### src/design/clrc_pkg.sv
package clrc_pkg;

  // Field widths
  localparam int unsigned SpeedW   = 15;
  localparam int unsigned DistW    = 15;
  localparam int unsigned GapW     = 13;
  localparam int unsigned FricW    = 11;
  localparam int unsigned ModeW    = 2;
  localparam int unsigned SafeW    = 18;
  localparam int unsigned StatW    = 2;
  localparam int unsigned CfgIdxW  = 2;
  localparam int unsigned CfgDataW = 11;

  // Arithmetic widths
  localparam int unsigned SfW     = SpeedW + FricW;      // own speed times friction
  localparam int unsigned SsW     = 2 * SpeedW;          // own speed squared
  localparam int unsigned HkW     = 18;                  // reaction coefficient
  localparam int unsigned DenW    = 30;                  // divisor
  localparam int unsigned NumW    = 45;                  // dividend
  localparam int unsigned DivW    = DenW + SafeW;        // divider compare width
  localparam int unsigned MarginW = 15;                  // lane limits, 0.1 mm
  localparam int unsigned Gap10W  = GapW + 4;            // gap in 0.1 mm

  // Stopping distance over the common factor 800:
  //   (S*H*44145*F + 12800*S^2) / (317844*F), H in half seconds
  localparam int unsigned ReactK = 44145;
  localparam int unsigned DenK   = 317844;

  localparam logic [HkW-1:0] HkSporty = HkW'(2 * ReactK);
  localparam logic [HkW-1:0] HkNormal = HkW'(3 * ReactK);
  localparam logic [HkW-1:0] HkSafe   = HkW'(4 * ReactK);

  localparam logic [SafeW-1:0] SafeMax = '1;

  // Lane margin in 0.1 mm
  localparam logic [SpeedW-1:0]  LaneKnee = SpeedW'(8000);
  localparam logic [MarginW-1:0] LaneBase = MarginW'(5000);
  localparam logic [MarginW-1:0] LaneZone = MarginW'(2000);

  // Register indexes
  localparam logic [CfgIdxW-1:0] REG_FRICTION = CfgIdxW'(0);
  localparam logic [CfgIdxW-1:0] REG_MODE     = CfgIdxW'(1);

  localparam logic [FricW-1:0] FrictionRst = FricW'(717);

  // Sensitivity codes
  localparam logic [ModeW-1:0] MODE_SPORTY = ModeW'(0);
  localparam logic [ModeW-1:0] MODE_NORMAL = ModeW'(1);
  localparam logic [ModeW-1:0] MODE_SAFE   = ModeW'(2);

  typedef enum logic [StatW-1:0] {
    STAT_OK   = 2'd0,
    STAT_WARN = 2'd1,
    STAT_CRIT = 2'd2
  } status_e;

  typedef struct packed {
    logic [SpeedW-1:0] own_speed;
    logic [SpeedW-1:0] lead_speed;
    logic [DistW-1:0]  radar_distance;
    logic [DistW-1:0]  lidar_distance;
    logic [DistW-1:0]  camera_distance;
    logic [GapW-1:0]   left_lane_gap;
    logic [GapW-1:0]   right_lane_gap;
    logic              end_of_batch;
  } in_item_t;

  typedef struct packed {
    logic [DistW-1:0] fused_distance;
    logic [SafeW-1:0] safe_distance;
    logic [StatW-1:0] frontal_status;
    logic [StatW-1:0] left_status;
    logic [StatW-1:0] right_status;
    logic [StatW-1:0] overall_status;
    logic             batch_last;
  } out_item_t;

  // Per-item results that ride alongside the division
  typedef struct packed {
    logic [DistW-1:0] fused;
    logic             not_closing;
    logic             s_zero;
    status_e          left_st;
    status_e          right_st;
    logic             last;
  } side_t;

  typedef struct packed {
    logic [NumW-1:0]  rem;
    logic [DenW-1:0]  den;
    logic [SafeW-1:0] quo;
    logic             sat;
    side_t            side;
  } pipe_t;

endpackage

### src/design/clrc_prep.sv
module clrc_prep (
  input  logic                          clk_i,
  input  logic                          rst_ni,
  input  logic                          adv_i,
  input  logic                          valid_i,
  input  clrc_pkg::in_item_t            item_i,
  input  logic [clrc_pkg::FricW-1:0]    friction_i,
  input  logic [clrc_pkg::ModeW-1:0]    mode_i,
  output logic                          valid_o,
  output clrc_pkg::pipe_t               pipe_o
);
  import clrc_pkg::*;

  function automatic status_e lane_grade(input logic [GapW-1:0] gap,
                                         input logic [MarginW-1:0] margin,
                                         input logic [MarginW-1:0] limit);
    logic [Gap10W-1:0] gap10;
    gap10 = (Gap10W'(gap) << 3) + (Gap10W'(gap) << 1);
    if (gap10 < Gap10W'(margin)) begin
      return STAT_CRIT;
    end else if (gap10 < Gap10W'(limit)) begin
      return STAT_WARN;
    end
    return STAT_OK;
  endfunction

  // Stage A: median, lane grading, first products
  logic [DistW-1:0]   lo_ab, hi_ab, mid_c;
  logic [MarginW-1:0] margin, limit;
  logic [HkW-1:0]     hk_d;
  side_t              side_d;

  always_comb begin
    lo_ab = (item_i.radar_distance < item_i.lidar_distance) ?
            item_i.radar_distance : item_i.lidar_distance;
    hi_ab = (item_i.radar_distance < item_i.lidar_distance) ?
            item_i.lidar_distance : item_i.radar_distance;
    mid_c = (hi_ab < item_i.camera_distance) ? hi_ab : item_i.camera_distance;

    margin = LaneBase;
    if (item_i.own_speed > LaneKnee) begin
      margin = LaneBase + MarginW'(item_i.own_speed - LaneKnee);
    end
    limit = margin + LaneZone;

    side_d.fused       = (lo_ab < mid_c) ? mid_c : lo_ab;
    side_d.not_closing = item_i.own_speed <= item_i.lead_speed;
    side_d.s_zero      = item_i.own_speed == '0;
    side_d.left_st     = lane_grade(item_i.left_lane_gap, margin, limit);
    side_d.right_st    = lane_grade(item_i.right_lane_gap, margin, limit);
    side_d.last        = item_i.end_of_batch;

    case (mode_i)
      MODE_SPORTY: hk_d = HkSporty;
      MODE_NORMAL: hk_d = HkNormal;
      MODE_SAFE:   hk_d = HkSafe;
      default:     hk_d = HkSafe;
    endcase
  end

  logic [SfW-1:0]  sf_q;
  logic [SsW-1:0]  ss_q;
  logic [HkW-1:0]  hk_q;
  logic [DenW-1:0] den_a_q, den_b_q, den_c_q;
  side_t           side_a_q, side_b_q, side_c_q;
  logic [NumW-1:0] p1_q, p2_q, n_q;
  logic            va_q, vb_q, vc_q, vd_q;
  pipe_t           pipe_q;

  always_ff @(posedge clk_i or negedge rst_ni) begin
    if (!rst_ni) begin
      va_q <= 1'b0;
      vb_q <= 1'b0;
      vc_q <= 1'b0;
      vd_q <= 1'b0;
    end else if (adv_i) begin
      va_q <= valid_i;
      vb_q <= va_q;
      vc_q <= vb_q;
      vd_q <= vc_q;
    end
  end

  always_ff @(posedge clk_i) begin
    if (adv_i) begin
      // Stage A
      sf_q     <= SfW'(item_i.own_speed) * SfW'(friction_i);
      ss_q     <= SsW'(item_i.own_speed) * SsW'(item_i.own_speed);
      hk_q     <= hk_d;
      den_a_q  <= DenW'(DenK) * DenW'(friction_i);
      side_a_q <= side_d;
      // Stage B: reaction term and braking term (times 12800)
      p1_q     <= NumW'(sf_q) * NumW'(hk_q);
      p2_q     <= (NumW'(ss_q) << 13) + (NumW'(ss_q) << 12) + (NumW'(ss_q) << 9);
      den_b_q  <= den_a_q;
      side_b_q <= side_a_q;
      // Stage C: dividend
      n_q      <= p1_q + p2_q;
      den_c_q  <= den_b_q;
      side_c_q <= side_b_q;
      // Stage D: saturation check, seed the divider
      pipe_q.rem  <= n_q;
      pipe_q.den  <= den_c_q;
      pipe_q.quo  <= '0;
      pipe_q.sat  <= DivW'(n_q) >= (DivW'(den_c_q) << SafeW);
      pipe_q.side <= side_c_q;
    end
  end

  assign valid_o = vd_q;
  assign pipe_o  = pipe_q;

endmodule

### config.mk
export PLATFORM = sky130hd
export DESIGN_NAME = clrc_prep
export DESIGN_NICKNAME = d
export VERILOG_FILES = /design/src/design/clrc_pkg.sv /design/src/design/clrc_prep.sv
export SDC_FILE = /design/constraint.sdc
export NUM_CORES = 2
export LEC_CHECK = 0
export BUFFER_PORTS_ARGS = -buffer_cell sky130_fd_sc_hd__buf_2
export CORE_MARGIN = 2
export CORE_UTILIZATION = 64
export DETAILED_ROUTE_END_ITERATION = 12
export GPL_TIMING_DRIVEN = 0
export PLACE_DENSITY = 0.9
export SLEW_MARGIN = 10
export SYNTH_ARGS = -nofsm -noshare
export SYNTH_HDL_FRONTEND = slang
export SYNTH_SLANG_ARGS = --single-unit
### constraint.sdc
create_clock -name clk_i -period 8.5 [get_ports clk_i]
set_input_delay 1.7 -clock clk_i [delete_from_list [all_inputs] [get_ports clk_i]]
set_output_delay 1.7 -clock clk_i [all_outputs]
set_load 0.02 [all_outputs]
==> results.toml <==
[status]
run_status = "finished, final reports clean"

[timing]
fmax_achieved_mhz = 121
tightest_slew_margin_relative_to_the_limit_pct = 26.7
setup_repair_after_global_routing_missed_its_margin = "false"
worst_slew_pin_slew_ns = 1.09
final.min_clock_period_ns = 8.24
finalCritPeriodShare_pct = 97.0
final.setup_skew_ns = 0.0441
setup_viol_count_final = 0
report.final.slew_viol_count = 0
report.final.hold_viol_count = 0

[worst_setup_path]
critical_path.cell_chain = "clkbuf_1, clkbuf_1, nand2_1, inv_1, fa_1, fa_1, fa_1, fa_1, fa_1, inv_1, fa_1, inv_1, ha_1, clkbuf_1, a21o_1, a21o_1, a21oi_1, nand2_1, a31oi_1, o21ai_0, a31oi_1, o21bai_1, xor2_1"
path_delay_family = "adder cells"
timing.critical_path.buf_inv = 6
critPathRequiredTime_ns = 8.88
worst-path-max-fanout = 10
cp_num_cells = 23
timing.critical_path.from = "hk_q[15]$_DFFE_PP_"
criticalPathCategory = "register to register"
cp_endpoint_kind = "register"
r2r_setup_slack_ns = 0.26
critical_path.most_common_cell = "fa_1"
startpoint_type = "register"
cpPeakStageDelay_ns = 0.67
worstReg2RegStart = "hk_q[15]$_DFFE_PP_"
worst_r2r_end = "p1_q[41]$_DFFE_PP_"
worstPathArrival_ns = 8.62
number_of_cells_on_the_worst_reg_to_reg_path = 23
timing.critical_path.to = "p1_q[41]$_DFFE_PP_"
crit_path_top_delay_cell = "a31oi_1"

[hold_path]
hold_path_depth = 0
worst_hold_path_type = "register to register"
hp-start = "den_b_q[22]$_DFFE_PP_"

[routing]
dr_total_vias = 33600
post_drt_wl_per_cell_um = 20.3
wirelength_um = 117000
drt-vias-per-instance = 5.84
firstDrtPassIters = 5
remaining_drc_errors = 0
remaining_antenna_violation_count_after_routing = 0
drt-initial-drc-count = 2443

[global_routing]
overflow_left_after_global_routing = 0
global_route_wire_length_before_repair_um = 187000
grtUsageTotal_pct = 31.0
initial_antenna_violation_count = 5
grt_max_degree = 123
grt_pass1_vias = 35400

[logic_synthesis]
share_of_synthesized_area_spent_on_multiplexers_pct = 0.799
synthXorXnorAreaFrac_pct = 3.70
synth.ff_latch_count = 434
share_of_synthesized_flip_flops_with_an_asynchronous_set_or_reset_pct = 0.922
synth_compound_gate_area_share_pct = 8.35
synth_adder_area_share_pct = 43.1
syn-instance-count = 4472
synthesis.area_um2 = 48200
post_synth_num_cell_types = 91
number_of_synthesized_flops_with_an_enable_pin = 430
yosys.area.top_type_share_pct = 27.1
simple_gate_area_share_of_the_yosys_netlist_pct = 8.93
ys.warnings.count = 0
main_combinational_cell_family_by_area_after_synthesis = "adder cells"
yosys.area.top_type = "fa_1"
synth.area.top_cells = "fa_1 (27%), edfxtp_1 (27%), ha_1 (16%)"
yosys_most_used_dff = "edfxtp_1"
synth_area_per_cell_um2 = 10.8
proportion_of_synthesized_chip_area_in_sequential_cells_pct = 27.0

[placement]
io_buffers = 215
placedInstanceArea_um2 = 50700
gp_congestion = 1.06
place.detailed.hpwl_um = 95400

[final_layout]
area_overhead_of_the_layout_relative_to_synthesis_pct = 8.43
post_route_cells_drive_above_1_share_pct = 8.48
finalNetCount = 6140
num-fill-cells = 5199
design_area_um2 = 52300

[clocking]
cts_buffers = 48
clock-sinks = 434
cts_buffer_depth = 3
tritoncts_clock_tree = "built"
cts-root-buf = "clkbuf_16"
clk_transition_reported_paths_ns = 0.07
cts_setup_buffers = 0
ctsHtreeMaxLevel = 2
cts_hold_buffers = 0
worst_skew_pair.late_latency_ns = 0.64

[floorplan]
row_cnt = 100
initial_core_util_pct = 64.7
boundaryPins = 236
die_h_um = 279
floorplan.core_area_um2 = 74600
die_area_um2 = 77600
fp.dieW_um = 279

[job]
number_of_max_cap_violations = 0
-- state kept, by name (all words and copies together), names as in the netlist, 6 cells and up --
| name | cells |
|---|---|
| den_a_q | 28 |
| den_b_q | 28 |
| side_c_q | 22 |
| n_q | 45 |
| ss_q | 29 |
| p2_q | 34 |
| sf_q | 26 |
| side_b_q | 22 |
| pipe_o | 96 |
| den_c_q | 28 |
| hk_q | 6 |
| p1_q | 44 |
| side_a_q | 22 |
-- worst reg2reg max path, stage by stage (launching register included) --
cell and delay [ns]:
edfxtp_1 0.32, clkbuf_1 0.56, clkbuf_1 0.53, nand2_1 0.26
inv_1 0.18, fa_1 0.45, fa_1 0.48, fa_1 0.53
fa_1 0.59, fa_1 0.62, inv_1 0.09, fa_1 0.54
inv_1 0.05, ha_1 0.28, clkbuf_1 0.19, a21o_1 0.22
a21o_1 0.19, a21oi_1 0.16, nand2_1 0.07, a31oi_1 0.67
o21ai_0 0.36, a31oi_1 0.36, o21bai_1 0.14, xor2_1 0.16
-- cells by family (layout without fill, tap and decap cells) --
logic type	count (synthesis)	in the layout
buf+inv	1015	1312
simple gates	899	899
xor+xnor	204	204
flops	434	434
compound gates	611	611
other cells	1	24
mux	36	36
fa+ha+maj	1272	1272
-- per-layer routing --
metal / global-route usage [%] / routed length, um / vias to the layer above
li1: - / - / 15200
met1: 39.2 / 44400 / 16600
met2: 51.6 / 56200 / 1438
met3: 5.56 / 9600 / 343
met4: 15.7 / 6730 / 0
met5: 0 / 0 / -
-- synthesized netlist by cell type (all sizes together), types with 16 or more instances --
cell / instances
inv: 910
fa: 652
ha: 620
edfxtp: 430
nand2: 365
a21oi: 181
nor2: 153
and2: 149
xnor2: 147
o21ai: 132
a21o: 92
clkbuf: 67
xor2: 57
nand3: 44
o21bai: 37
o21a: 35
nand4: 33
buf: 32
nor3: 31
a211oi: 25
nand2b: 24
nor2b: 24
mux2: 20
and3: 19
a31oi: 17
mux2i: 16
-- layout by cell type, fill, tap and decap left out, types with 48 or more instances in the layout --
cell and count:
xnor2_1 147, and2_1 149, buf_2 222, nand2_1 365, clkbuf_1 49, a21oi_1 174
fa_1 652, o21ai_0 118, xor2_1 57, inv_1 908, a21o_1 89, nor2_1 153
clkbuf_16 48, edfxtp_1 430, ha_1 620
-- worst min-delay path by stage --
stage	slack (ns)	end
floorplan	0.40	den_b_q[10]$_DFFE_PP_
global placement	0.40	side_b_q[20]$_DFFE_PP_
detailed placement	0.40	den_b_q[26]$_DFFE_PP_
CTS	0.41	side_b_q[10]$_DFFE_PP_
global route	0.42	den_c_q[22]$_DFFE_PP_
finish	0.41	den_c_q[22]$_DFFE_PP_
-- cell type report --
type                    instances  area, um^2  share of cell area (%)
multi-input cells            3042       31400                    60.1
clock inverters                37         389                   0.744
diodes                          4        10.0                  0.0191
inverters                     916        3440                    6.58
repair buffers                218        1170                    2.23
flip-flops and latches        434       13000                    24.9
well taps                     969        1210                    2.32
clock buffers                  52        1220                    2.33
plain buffers                  89         443                   0.847
-- stage by stage --
| stage | hold WS, ns | TNS, ns | cells | util [%] | worst slack (ns) |
|---|---|---|---|---|---|
| after CTS | 0.413 | 0 | 5761 | 70.1 | 0.00111 |
| after floorplan | 0.400 | 0 | 4491 | - | 0.711 |
| final | 0.412 | 0 | 5761 | 70.1 | 0.258 |
| after global placement | 0.401 | -153.23 | 5675 | 67.8 | -1.03 |
| after global routing | 0.420 | 0 | 5758 | 70.1 | 0.0616 |
| after detailed placement | 0.405 | -8.81 | 5678 | 68.0 | -1.04 |
-- what timing repair did --
item / 4_1_cts / 5_1_grt
hold endpoints to repair: 0 / 0
resized for setup: 9 / 20
endpoints found under the setup margin: 7 / 9
Power is left out: the tool's default activity adds up to more than one toggle a clock period on the data nets, which glitch-free logic cannot reach.
