**src/design/clrc_pkg.sv**
```systemverilog
package clrc_pkg;

  // Field widths
  localparam int unsigned SpeedW   = 15;
  localparam int unsigned DistW    = 15;
  localparam int unsigned GapW     = 13;
  localparam int unsigned FricW    = 11;
  localparam int unsigned ModeW    = 2;
  localparam int unsigned SafeW    = 18;
  localparam int unsigned StatW    = 2;
  localparam int unsigned CfgIdxW  = 2;
  localparam int unsigned CfgDataW = 11;

  // Arithmetic widths
  localparam int unsigned SfW     = SpeedW + FricW;      // own speed times friction
  localparam int unsigned SsW     = 2 * SpeedW;          // own speed squared
  localparam int unsigned HkW     = 18;                  // reaction coefficient
  localparam int unsigned DenW    = 30;                  // divisor
  localparam int unsigned NumW    = 45;                  // dividend
  localparam int unsigned DivW    = DenW + SafeW;        // divider compare width
  localparam int unsigned MarginW = 15;                  // lane limits, 0.1 mm
  localparam int unsigned Gap10W  = GapW + 4;            // gap in 0.1 mm

  // Stopping distance over the common factor 800:
  //   (S*H*44145*F + 12800*S^2) / (317844*F), H in half seconds
  localparam int unsigned ReactK = 44145;
  localparam int unsigned DenK   = 317844;

  localparam logic [HkW-1:0] HkSporty = HkW'(2 * ReactK);
  localparam logic [HkW-1:0] HkNormal = HkW'(3 * ReactK);
  localparam logic [HkW-1:0] HkSafe   = HkW'(4 * ReactK);

  localparam logic [SafeW-1:0] SafeMax = '1;

  // Lane margin in 0.1 mm
  localparam logic [SpeedW-1:0]  LaneKnee = SpeedW'(8000);
  localparam logic [MarginW-1:0] LaneBase = MarginW'(5000);
  localparam logic [MarginW-1:0] LaneZone = MarginW'(2000);

  // Register indexes
  localparam logic [CfgIdxW-1:0] REG_FRICTION = CfgIdxW'(0);
  localparam logic [CfgIdxW-1:0] REG_MODE     = CfgIdxW'(1);

  localparam logic [FricW-1:0] FrictionRst = FricW'(717);

  // Sensitivity codes
  localparam logic [ModeW-1:0] MODE_SPORTY = ModeW'(0);
  localparam logic [ModeW-1:0] MODE_NORMAL = ModeW'(1);
  localparam logic [ModeW-1:0] MODE_SAFE   = ModeW'(2);

  typedef enum logic [StatW-1:0] {
    STAT_OK   = 2'd0,
    STAT_WARN = 2'd1,
    STAT_CRIT = 2'd2
  } status_e;

  typedef struct packed {
    logic [SpeedW-1:0] own_speed;
    logic [SpeedW-1:0] lead_speed;
    logic [DistW-1:0]  radar_distance;
    logic [DistW-1:0]  lidar_distance;
    logic [DistW-1:0]  camera_distance;
    logic [GapW-1:0]   left_lane_gap;
    logic [GapW-1:0]   right_lane_gap;
    logic              end_of_batch;
  } in_item_t;

  typedef struct packed {
    logic [DistW-1:0] fused_distance;
    logic [SafeW-1:0] safe_distance;
    logic [StatW-1:0] frontal_status;
    logic [StatW-1:0] left_status;
    logic [StatW-1:0] right_status;
    logic [StatW-1:0] overall_status;
    logic             batch_last;
  } out_item_t;

  // Per-item results that ride alongside the division
  typedef struct packed {
    logic [DistW-1:0] fused;
    logic             not_closing;
    logic             s_zero;
    status_e          left_st;
    status_e          right_st;
    logic             last;
  } side_t;

  typedef struct packed {
    logic [NumW-1:0]  rem;
    logic [DenW-1:0]  den;
    logic [SafeW-1:0] quo;
    logic             sat;
    side_t            side;
  } pipe_t;

endpackage

```
**src/design/clrc_div_step.sv**
```systemverilog
module clrc_div_step #(
  parameter int unsigned Bit = 0
) (
  input  logic            clk_i,
  input  logic            rst_ni,
  input  logic            adv_i,
  input  logic            valid_i,
  input  clrc_pkg::pipe_t pipe_i,
  output logic            valid_o,
  output clrc_pkg::pipe_t pipe_o
);
  import clrc_pkg::*;

  logic [DivW-1:0] trial;
  pipe_t           pipe_d, pipe_q;
  logic            valid_q;

  // One restoring step: try the divisor at this bit position
  always_comb begin
    trial  = DivW'(pipe_i.den) << Bit;
    pipe_d = pipe_i;
    if (DivW'(pipe_i.rem) >= trial) begin
      pipe_d.rem      = pipe_i.rem - NumW'(trial);
      pipe_d.quo[Bit] = 1'b1;
    end
  end

  always_ff @(posedge clk_i or negedge rst_ni) begin
    if (!rst_ni) begin
      valid_q <= 1'b0;
    end else if (adv_i) begin
      valid_q <= valid_i;
    end
  end

  always_ff @(posedge clk_i) begin
    if (adv_i) begin
      pipe_q <= pipe_d;
    end
  end

  assign valid_o = valid_q;
  assign pipe_o  = pipe_q;

endmodule

```
**config.mk**
```make
export PLATFORM = sky130hd
export DESIGN_NAME = clrc_div_step
export DESIGN_NICKNAME = d
export VERILOG_FILES = /design/src/design/clrc_pkg.sv /design/src/design/clrc_div_step.sv
export SDC_FILE = /design/constraint.sdc
export NUM_CORES = 1
export LEC_CHECK = 0
export ABC_AREA = 0
export BUFFER_PORTS_ARGS = -buffer_cell sky130_fd_sc_hd__buf_2
export CORE_MARGIN = 2
export CORE_UTILIZATION = 35
export CTS_BUF_LIST = sky130_fd_sc_hd__clkbuf_4 sky130_fd_sc_hd__clkbuf_8
export CTS_CLUSTER_DIAMETER = 200
export DETAILED_ROUTE_END_ITERATION = 12
export PLACE_DENSITY_LB_ADDON = 0.12
export SLEW_MARGIN = 15
export SYNTH_ARGS = -nofsm -noshare
export SYNTH_HDL_FRONTEND = slang
export SYNTH_SLANG_ARGS = --single-unit
```
**constraint.sdc**
```tcl
create_clock -name clk_i -period 1.01 [get_ports clk_i]
set_input_delay 0.303 -clock clk_i [delete_from_list [all_inputs] [get_ports clk_i]]
set_output_delay 0.303 -clock clk_i [all_outputs]
set_load 0.02 [all_outputs]
```
==> results of run 1 <==
-- critical path: stages --
cell and delay, ns:
buf_6 0.09, or3_4 0.40, nor4_4 0.18, or4b_4 0.50
or4_4 0.44, a211oi_4 0.18, and2_4 0.24, buf_12 0.15
o32ai_2 0.09, a21o_1 0.16
-- layout make-up --
class	instances	area [um2]	area share, %
clock inverter	14	199	1.93
tap	225	282	2.73
timing repair buffer	414	3310	32.2
multi-input combinational	360	2620	25.4
clock buffer	18	241	2.34
sequential	117	3510	34.1
inverter	37	139	1.35
-- cell families (layout without fill, tap and decap cells) --
family / Yosys count / count (layout) / synth area share, %
buffers and inverters: 57 / 483 / 4.12
XOR/XNOR: 41 / 41 / 5.91
multiplexers: 2 / 2 / 0.350
AND/OR/NAND/NOR: 153 / 153 / 12.1
flip-flops: 117 / 117 / 57.8
adder cells (fa/ha/maj): 31 / 31 / 6.51
AO/OA/AOI/OAI: 133 / 133 / 13.2
-- cell usage after synthesis (2+ instances only) --
| master | number |
|---|---|
| edfxtp_1 | 116 |
| nand2_1 | 64 |
| inv_1 | 37 |
| a21oi_1 | 35 |
| o21ai_0 | 35 |
| ha_1 | 30 |
| xnor2_1 | 23 |
| nor2_1 | 22 |
| xor2_1 | 18 |
| o21ai_1 | 15 |
| clkbuf_1 | 12 |
| nand4_1 | 12 |
| nor3_1 | 12 |
| nand3_1 | 10 |
| nor4_1 | 9 |
| a21o_1 | 8 |
| o21bai_1 | 6 |
| a31oi_1 | 5 |
| nor2b_1 | 5 |
| a211oi_1 | 4 |
| buf_6 | 4 |
| nand2b_1 | 4 |
| o21a_1 | 4 |
| or3_1 | 4 |
| o2111ai_1 | 3 |
| o211ai_1 | 3 |
| and3_1 | 2 |
| clkbuf_2 | 2 |
| o31ai_1 | 2 |
| or4_1 | 2 |
-- layer usage --
| layer | global-route usage [%] | vias to the layer above |
|---|---|---|
| li1 | - | 2799 |
| met2 | 36.1 | 193 |
| met1 | 24.1 | 2652 |
| met5 | 0 | - |
| met3 | 4.60 | 37 |
| met4 | 8.68 | 0 |
-- stage by stage --
stage          utilization (%)  setup slack, ns  TNS (ns)
2_1_floorplan                -            -1.75    -75.07
3_3_place_gp              51.3            -1.93    -88.77
3_5_place_dp              51.3            -1.97    -90.70
4_1_cts                   56.9            -1.45    -99.54
5_1_grt                   60.2            -1.55   -105.74
6_report                  60.2            -1.52    -98.60
-- registers in the layout, summed over array words and instances, names as in the netlist --
register	flops
pipe_o	116
valid_o	1
-- power groups by stage --
stage | sequential [mW] | clock, mW | combinational [mW]
detailed placement | 6.19 | 0 | 3.75
global route | 6.23 | 5.18 | 4.71
floorplan | 6.84 | 0 | 1.17
CTS | 6.13 | 4.99 | 4.02
finish | 6.18 | 4.87 | 4.37
global placement | 6.18 | 0 | 3.73
-- path summary, 6_finish.rpt --
check                                     from               endpoint  depth (start not counted)  slack, ns
min in group asynchronous               rst_ni    valid_o$_DFFE_PN0P_                          2       0.20
min                                 pipe_i[21]   pipe_o[21]$_DFFE_PP_                          1       0.04
max                                pipe_i[109]  pipe_o[107]$_DFFE_PP_                         10      -1.52
max in group asynchronous               rst_ni    valid_o$_DFFE_PN0P_                          2       0.72
min reg2reg                valid_o$_DFFE_PN0P_    valid_o$_DFFE_PN0P_                          1       0.55
max reg2reg                valid_o$_DFFE_PN0P_    valid_o$_DFFE_PN0P_                          1       0.25
-- repair_timing --
item | 4_1_cts | 5_1_grt
gates cloned | 3 | 1
pin swaps | 7 | 24
setup buffers | 7 | 3
resized for setup | 121 | 145
endpoints found under the hold margin | 1 | 0
endpoints found under the setup margin | 163 | 163
hold buffers | 1 | 0
==> impl_results.md, run 1 <==
- Setup ws final: -1.52 ns
- Most used DFF post-synth: edfxtp_1
- Switching pwr: 4.53 mW
- Final WL: 19.4 mm
- Post-detailed-route count of antenna-violating nets: 0
- All-Layer GR Usage: 20.5%
- Sequential fraction of the synthesis area: 57.8%
- Met2 routed WL: 9.83 mm
- Top cells by area, synth: edfxtp_1, ha_1, nand2_1
- Switching Fraction: 29.4%
- Root buffer cell: clkbuf_8
- Post-Syn Nets: 685
- EDFF count, synth: 116
- Total power: 15.4 mW
- Final cell count without fillers: 1185
- Met3 WL post-DR: 1.20 mm
- Commonest cells after routing, fill and taps aside: buf_4, buf_2, edfxtp_1
- Internal power: 10.9 mW
- Post-synthesis cell type count: 56
- Max Slew Vio Count: 0
- Net count, final: 1098
- Max Freq: 396 MHz
- Failing checks: setup timing
- Starting DRT DRC Count: 211
- Worst path arrival time: 2.74 ns
- Clock Power Share: 31.6%
- Post-Place Cells: 1140
- Die ar.: 0.0184 mm2
- Core area: 0.0171 mm2
- Leak pwr: 4.53 nW
- Rows: 48
- I/O Pins: 237
- Share of cells above drive strength 1: 52.5%
- CTS tree: built
- Largest net degree at the start of global routing: 48
- H-tree lvl count: 4
- Die Span X: 136 um
- Synth Register Bits: 117
- CP startpoint kind: input pin
- Initial antenna violation count: 0
- Reg power frac: 40.1%
- Clock Path Buffers: 2
- Async set or reset register ratio after synthesis: 0.855%
- Highest routed layer: met4
- Pwr per Cell Area: 1500 mW/mm2
- Rel. slew slack: 64.8%
- First-pass DRT Iterations: 4
- Crit path time final: 2.53 ns
- Synth Area per Inst: 11.4 um2
- DRC violations left: 0
- Die Y: 136 um
- Via density: 4.79
- Metal-1 WL: 7.93 mm
- Commonest non-fill, non-tap cell in the layout: buf_4
- Synth Cell Area: 0.00607 mm2
- Routed vias: 5681
- GPL Wtd Cong: 0.860
- Crit-path max FO: 6
- Final Setup Violations: 163
- Crit path capture type: flip-flop
- GR Overflow Total: 0
- Area Growth Syn to Fin: 69.6%
- Vias in the first global route: 5788
- DP Area: 0.00878 mm2
- Synth top area share: 57.4%
- Clock-pin slew on the worst setup and hold paths: 0.08 ns
- Routed len/inst: 16.4 um
- Initial core utilization: 35.5%
- I/O Buffers: 236
- Largest area contributor in the netlist: edfxtp_1
- Antenna cells: 0
- Worst Skew: 0 ns
- Unrepaired setup endpoints after global routing: yes
- Synth Instances: 534
- Worst hold slack: 0.0402 ns
- Detailed Place HPWL: 14.8 mm
- Fill count: 1481
- First-pass GRT wire length: 29.0 mm
- Maximum vdd ir drop: 749 uV
- Critical path class: input pin to flip-flop
- Final hold violations: 0
- WP data required: 1.22 ns
- Hold crit path type: input pin to flip-flop
- Yosys warnings: 0
- Status: complete, but fails checks
- Skew-Pair Late Insertion Delay: 0.43 ns
- Clock sinks: 117
- Final Cell Area: 0.0103 mm2
- Period utilization: 250%
- CTS buffer count: 17
- Max-Cap Viols: 0
- Logic pwr share: 28.3%
- Worst slew pin tran: 0.525 ns
Power figures use the tool's default switching activity.
==> inputs of run 2 (changes only) <==
Settings changed: CAP_MARGIN set to 20, MAX_ROUTING_LAYER set to met4.
==> run 2 against run 1 <==
The run still ends with setup timing left. Register-to-register slack hardly changed. Sequential power about the same. Non-clock buffer count is 4 lower. Utilization decreased by 0.70 points. First-iteration DRC count fell by 3.8%. Largest cell class unchanged. Largest power group unchanged.
==> impl_results.md, run 2 (same netlist as run 1, synthesis figures left out) <==
- Commonest cells after routing, fill and taps aside: buf_4, buf_2, edfxtp_1
- Largest net degree at the start of global routing: 32
- Clock-pin slew on the worst setup and hold paths: 0.08 ns
- Slowest stage delay, CP: 0.51 ns
- Unrepaired setup endpoints after global routing: yes
- Setup WS pre-CTS: -1.97 ns
- Crit-path leading delay family: simple AND/OR/NAND/NOR gates
- Root buffer cell: clkbuf_8
- Share of cells above drive strength 1: 50.8%
- I/O Pins: 237
- Post-Place Cells: 1145
- WHS Path Cells: 1
- Worst Skew: 0 ns
- Crit-path slowest cell: or4b_4
- I/O Buffers: 236
- Via density: 4.75
- Initial antenna violation count: 0
- Clock sinks: 117
- Die Span X: 136 um
- First-pass GRT wire length: 28.7 mm
- Worst slew pin tran: 0.514 ns
- Maximum vdd ir drop: 773 uV
- Detailed Place HPWL: 15.0 mm
- Starting DRT DRC Count: 203
- Crit-path cells: buf_6 > or3_4 > nor4_4 > or4b_4 > or4_4 > a211oi_4 > and2_4 > buf_12 > nor4_1 > xor2_1
- H-tree lvl count: 4
- Routed vias: 5611
- Pwr per Cell Area: 1530 mW/mm2
- Period utilization: 247%
- Area Growth Syn to Fin: 67.6%
- Commonest non-fill, non-tap cell in the layout: buf_4
- Clock Path Buffers: 2
- All-Layer GR Usage: 20.9%
- First-pass DRT Iterations: 4
- WP data required: 1.19 ns
- Rows: 48
- Crit path time final: 2.49 ns
- DRC violations left: 0
- Critical path class: input pin to flip-flop
- Final cell count without fillers: 1181
- Final Setup Violations: 163
- CTS tree: built
- Final WL: 19.0 mm
- Final hold violations: 0
- Worst reg2reg path depth: 1
- Critical path buffers and inverters: 2
- Failing checks: setup timing
- CTS buffer count: 17
- GPL Wtd Cong: 0.856
- Initial core utilization: 35.5%
- Hold crit path type: input pin to flip-flop
- Net count, final: 1094
- Number of flip-flops under the largest register name: 116
- Die ar.: 0.0184 mm2
- Vias in the first global route: 5817
- GR Overflow Total: 0
- Post-detailed-route count of antenna-violating nets: 0
- Routed len/inst: 16.1 um
- Core area: 0.0171 mm2
- CP startpoint kind: input pin
- Crit path depth: 10
- Die Y: 136 um
- Total power: 15.6 mW
- Max Freq: 402 MHz
- Crit path capture type: flip-flop
- Antenna cells: 0
- Max Slew Vio Count: 0
- Skew-Pair Late Insertion Delay: 0.44 ns
- Leak pwr: 4.46 nW
- Status: complete, but fails checks
- Setup ws final: -1.48 ns
- Setup TNS: -96.47 ns
- Crit-path max FO: 8
- Final core utilization: 59.5%
- Worst path arrival time: 2.67 ns
- Max-Cap Viols: 0
- Rel. slew slack: 65.5%
## run 2: changes by cell type in the layout (fill, tap and decap cells not counted), moves of 3 or more
| cell | delta |
|---|---|
| buf_16 | -3 |
| ha_4 | +7 |
| buf_2 | +6 |
| o21ai_2 | -13 |
| buf_6 | -7 |
| o21ai_1 | +16 |
| ha_1 | -7 |
| o21ai_0 | -3 |
## run 2: area by class of cell
class	count	area, um2
Multi-Input combinational cell	360	2620
Clock inverter	15	226
Fill cell	1503	6940
Sequential cell	117	3510
Inverter	37	139
Clock buffer	17	234
Tap cell	225	282
Timing Repair Buffer	410	3180
## run 2: per-layer routing
metal	global-route usage, %	routed length [um]	vias up
met5	-	0	-
met1	24.0	7950	2616
met4	7.58	348	0
met3	4.19	1120	23
met2	36.3	9590	177
li1	-	-	2795
## run 2: repair_timing
item	CTS	global route
gates cloned	0	0
gates resized for setup	108	132
hold buffers	1	0
hold endpoints to repair	1	0
pin swaps	15	14
setup buffers	3	1
endpoints found under the setup margin	163	163
## run 2: path summary, 6_finish.rpt
path                                     start                    end  slack [ns]
min reg2reg                valid_o$_DFFE_PN0P_    valid_o$_DFFE_PN0P_        0.56
min in group asynchronous               rst_ni    valid_o$_DFFE_PN0P_        0.17
max                                pipe_i[109]  pipe_o[103]$_DFFE_PP_       -1.48
max reg2reg                valid_o$_DFFE_PN0P_    valid_o$_DFFE_PN0P_        0.24
min                                 pipe_i[27]   pipe_o[27]$_DFFE_PP_        0.03
max in group asynchronous               rst_ni    valid_o$_DFFE_PN0P_        0.75
## run 2: where the power goes
| group | total (mW) | internal, mW | switching (mW) |
|---|---|---|---|
| sequential | 6.17 | 5.95 | 0.212 |
| clock | 5.09 | 2.95 | 2.13 |
| combinational | 4.35 | 2.16 | 2.18 |
| total | 15.6 | 11.1 | 4.53 |
## run 2: through the flow
| step | cell area [um2] | hold WS (ns) |
|---|---|---|
| after detailed placement | 8840 | 0.0840 |
| final | 10200 | 0.0337 |
| after floorplan | 6100 | 0.00741 |
| after global routing | 10200 | 0.00293 |
| after global placement | 8840 | 0.0776 |
| after CTS | 9670 | 0.00488 |
==> inputs of run 3 (changes only) <==
--- a/config.mk
+++ b/config.mk
@@ -15,5 +15,5 @@
 export DETAILED_ROUTE_END_ITERATION = 12
+export GPL_ROUTABILITY_DRIVEN = 0
 export MAX_ROUTING_LAYER = met4
 export PLACE_DENSITY_LB_ADDON = 0.12
-export SLEW_MARGIN = 15
 export SYNTH_ARGS = -nofsm -noshare
==> constraint.sdc (replaced) <==
create_clock -name clk_i -period 1.01 [get_ports clk_i]
set_input_delay 0.0505 -clock clk_i [delete_from_list [all_inputs] [get_ports clk_i]]
set_output_delay 0.0505 -clock clk_i [all_outputs]
set_load 0.02 [all_outputs]
==> run 3 against run 2 <==
The run still ends with setup timing left. Cell count is 8.7% higher. Clock power is 8.8% lower. Non-clock buffer count is 103 higher. Setup slack better by 0.25 ns. Global-route usage is 1.6 points higher. Combinational power is 7.1% higher. Largest cell class is now buffers. Highest routed layer unchanged.
==> impl_results.md, run 3 (same netlist as run 1, synthesis figures left out) <==
- Final cell count without fillers: 1284
- Largest net degree at the start of global routing: 32
- Via density: 4.76
- Maximum vdd ir drop: 744 uV
- Post-Place Cells: 1143
- Worst slew pin tran: 0.389 ns
- Worst hold slack: 0.0305 ns
- Rows: 48
- Final WL: 20.9 mm
- Critical path class: input pin to flip-flop
- Crit-path cells: buf_6 > or3_4 > nor4_4 > or4b_4 > or4_4 > a211oi_4 > and2_4 > buf_12 > nor4_1 > xor2_1
- Number of flip-flops under the largest register name: 116
- Net count, final: 1197
- Reg2reg start: valid_o$_DFFE_PN0P_
- Total power: 15.5 mW
- Skew-Pair Late Insertion Delay: 0.44 ns
- Routed len/inst: 16.3 um
- Clock-pin slew on the worst setup and hold paths: 0.08 ns
- Initial core utilization: 35.5%
- Worst path arrival time: 2.42 ns
- Status: complete, but fails checks
- All-Layer GR Usage: 22.5%
- Die Y: 136 um
- Slowest stage delay, CP: 0.50 ns
- Worst reg2reg path depth: 1
- DRC violations left: 0
- Final Cell Area: 0.0110 mm2
- Setup ws final: -1.23 ns
- Max Slew Vio Count: 0
- Rel. slew slack: 73.8%
- Share of cells above drive strength 1: 44.2%
- Die Span X: 136 um
- Die ar.: 0.0184 mm2
- WP data required: 1.19 ns
- Period utilization: 222%
- Routed vias: 6112
- DP Area: 0.00881 mm2
- Failing checks: setup timing
- Hold crit path type: input pin to flip-flop
- WHS Path Cells: 3
- Antenna cells: 0
- Area Growth Syn to Fin: 81.8%
- Clock Path Buffers: 2
- First-pass DRT Iterations: 5
- Crit-path leading delay family: simple AND/OR/NAND/NOR gates
- Crit-path slowest cell: or4b_4
- CTS tree: built
- CP startpoint kind: input pin
- Final Setup Violations: 159
- Critical path buffers and inverters: 2
- Max Freq: 447 MHz
- Post-detailed-route count of antenna-violating nets: 0
- Commonest non-fill, non-tap cell in the layout: buf_4
- Root buffer cell: clkbuf_8
- Leak pwr: 4.85 nW
- Final hold violations: 0
- Crit path time final: 2.24 ns
- Detailed Place HPWL: 14.9 mm
- I/O Buffers: 236
- Starting DRT DRC Count: 261
- FF-to-FF setup slack: 0.23 ns
- Core area: 0.0171 mm2
- Crit path capture type: flip-flop
- Worst Skew: 0 ns
- CTS buffer count: 17
- Max-Cap Viols: 0
- Pwr per Cell Area: 1400 mW/mm2
- Crit-path max FO: 7
- R2R Path End: valid_o$_DFFE_PN0P_
- First-pass GRT wire length: 31.3 mm
- Vias in the first global route: 6467
- Initial antenna violation count: 0
- Clock sinks: 117
- Commonest cells after routing, fill and taps aside: buf_4, buf_2, edfxtp_1
- I/O Pins: 237
- WHS Endpoint: pipe_o[108]$_DFFE_PP_
- H-tree lvl count: 4
- Hold Crit Start: pipe_i[108]
- Unrepaired setup endpoints after global routing: yes
- GR Overflow Total: 0
[run 3: cell types whose count changed in the layout (fill, tap and decap cells not counted), sizes merged]
cell	delta
buf	-4
clkbuf	+1
dlygate4sd3	+107
bufinv	-2
inv	+1
[run 3: worst max-delay path by stage]
stage           startpoint                     to  slack [ns]  cells past startpoint
3_5_place_dp   pipe_i[109]  pipe_o[115]$_DFFE_PP_       -1.74                     10
6_report       pipe_i[109]  pipe_o[109]$_DFFE_PP_       -1.23                     10
3_3_place_gp   pipe_i[109]  pipe_o[115]$_DFFE_PP_       -1.70                     10
4_1_cts        pipe_i[109]  pipe_o[105]$_DFFE_PP_       -1.20                     10
5_1_grt        pipe_i[109]  pipe_o[109]$_DFFE_PP_       -1.28                     10
2_1_floorplan  pipe_i[109]  pipe_o[107]$_DFFE_PP_       -1.50                      9
[run 3: stage by stage]
step | setup slack, ns | setup TNS [ns] | util (%)
3_5_place_dp | -1.74 | -77.43 | 51.5
4_1_cts | -1.20 | -57.73 | 62.0
3_3_place_gp | -1.70 | -75.44 | 51.5
5_1_grt | -1.28 | -64.48 | 64.5
6_report | -1.23 | -56.14 | 64.5
2_1_floorplan | -1.50 | -63.45 | -
[run 3: what timing repair did]
action / CTS / global route
endpoints found under the setup margin: 163 / 163
cloned: 0 / 0
setup buffers: 1 / 1
pin swaps: 6 / 5
endpoints found under the hold margin: 108 / 0
hold buffers: 108 / 0
resized for setup: 100 / 134
[run 3: final cells by class]
type / count / area, um2
timing repair buffer: 513 / 4240
fill: 1366 / 6080
clock inverter: 14 / 176
inverter: 37 / 139
sequential: 117 / 3510
multi-input combinational: 360 / 2450
tap: 225 / 282
clock buffer: 18 / 241
[run 3: routing by layer]
metal	vias up	wire (um)	track usage [%]	part of all wire (%)
li1	3005	-	-	-
met1	2874	8520	25.6	41
met2	201	10900	39.2	52
met3	32	1160	5.01	5.5
met4	0	395	7.52	1.9
met5	-	0	-	0
[run 3: power by group]
group          internal [mW]  switching (mW)  total (mW)
sequential              5.96           0.241        6.20
clock                   2.49            2.15        4.64
combinational           2.41            2.25        4.66
total                   10.9            4.64        15.5
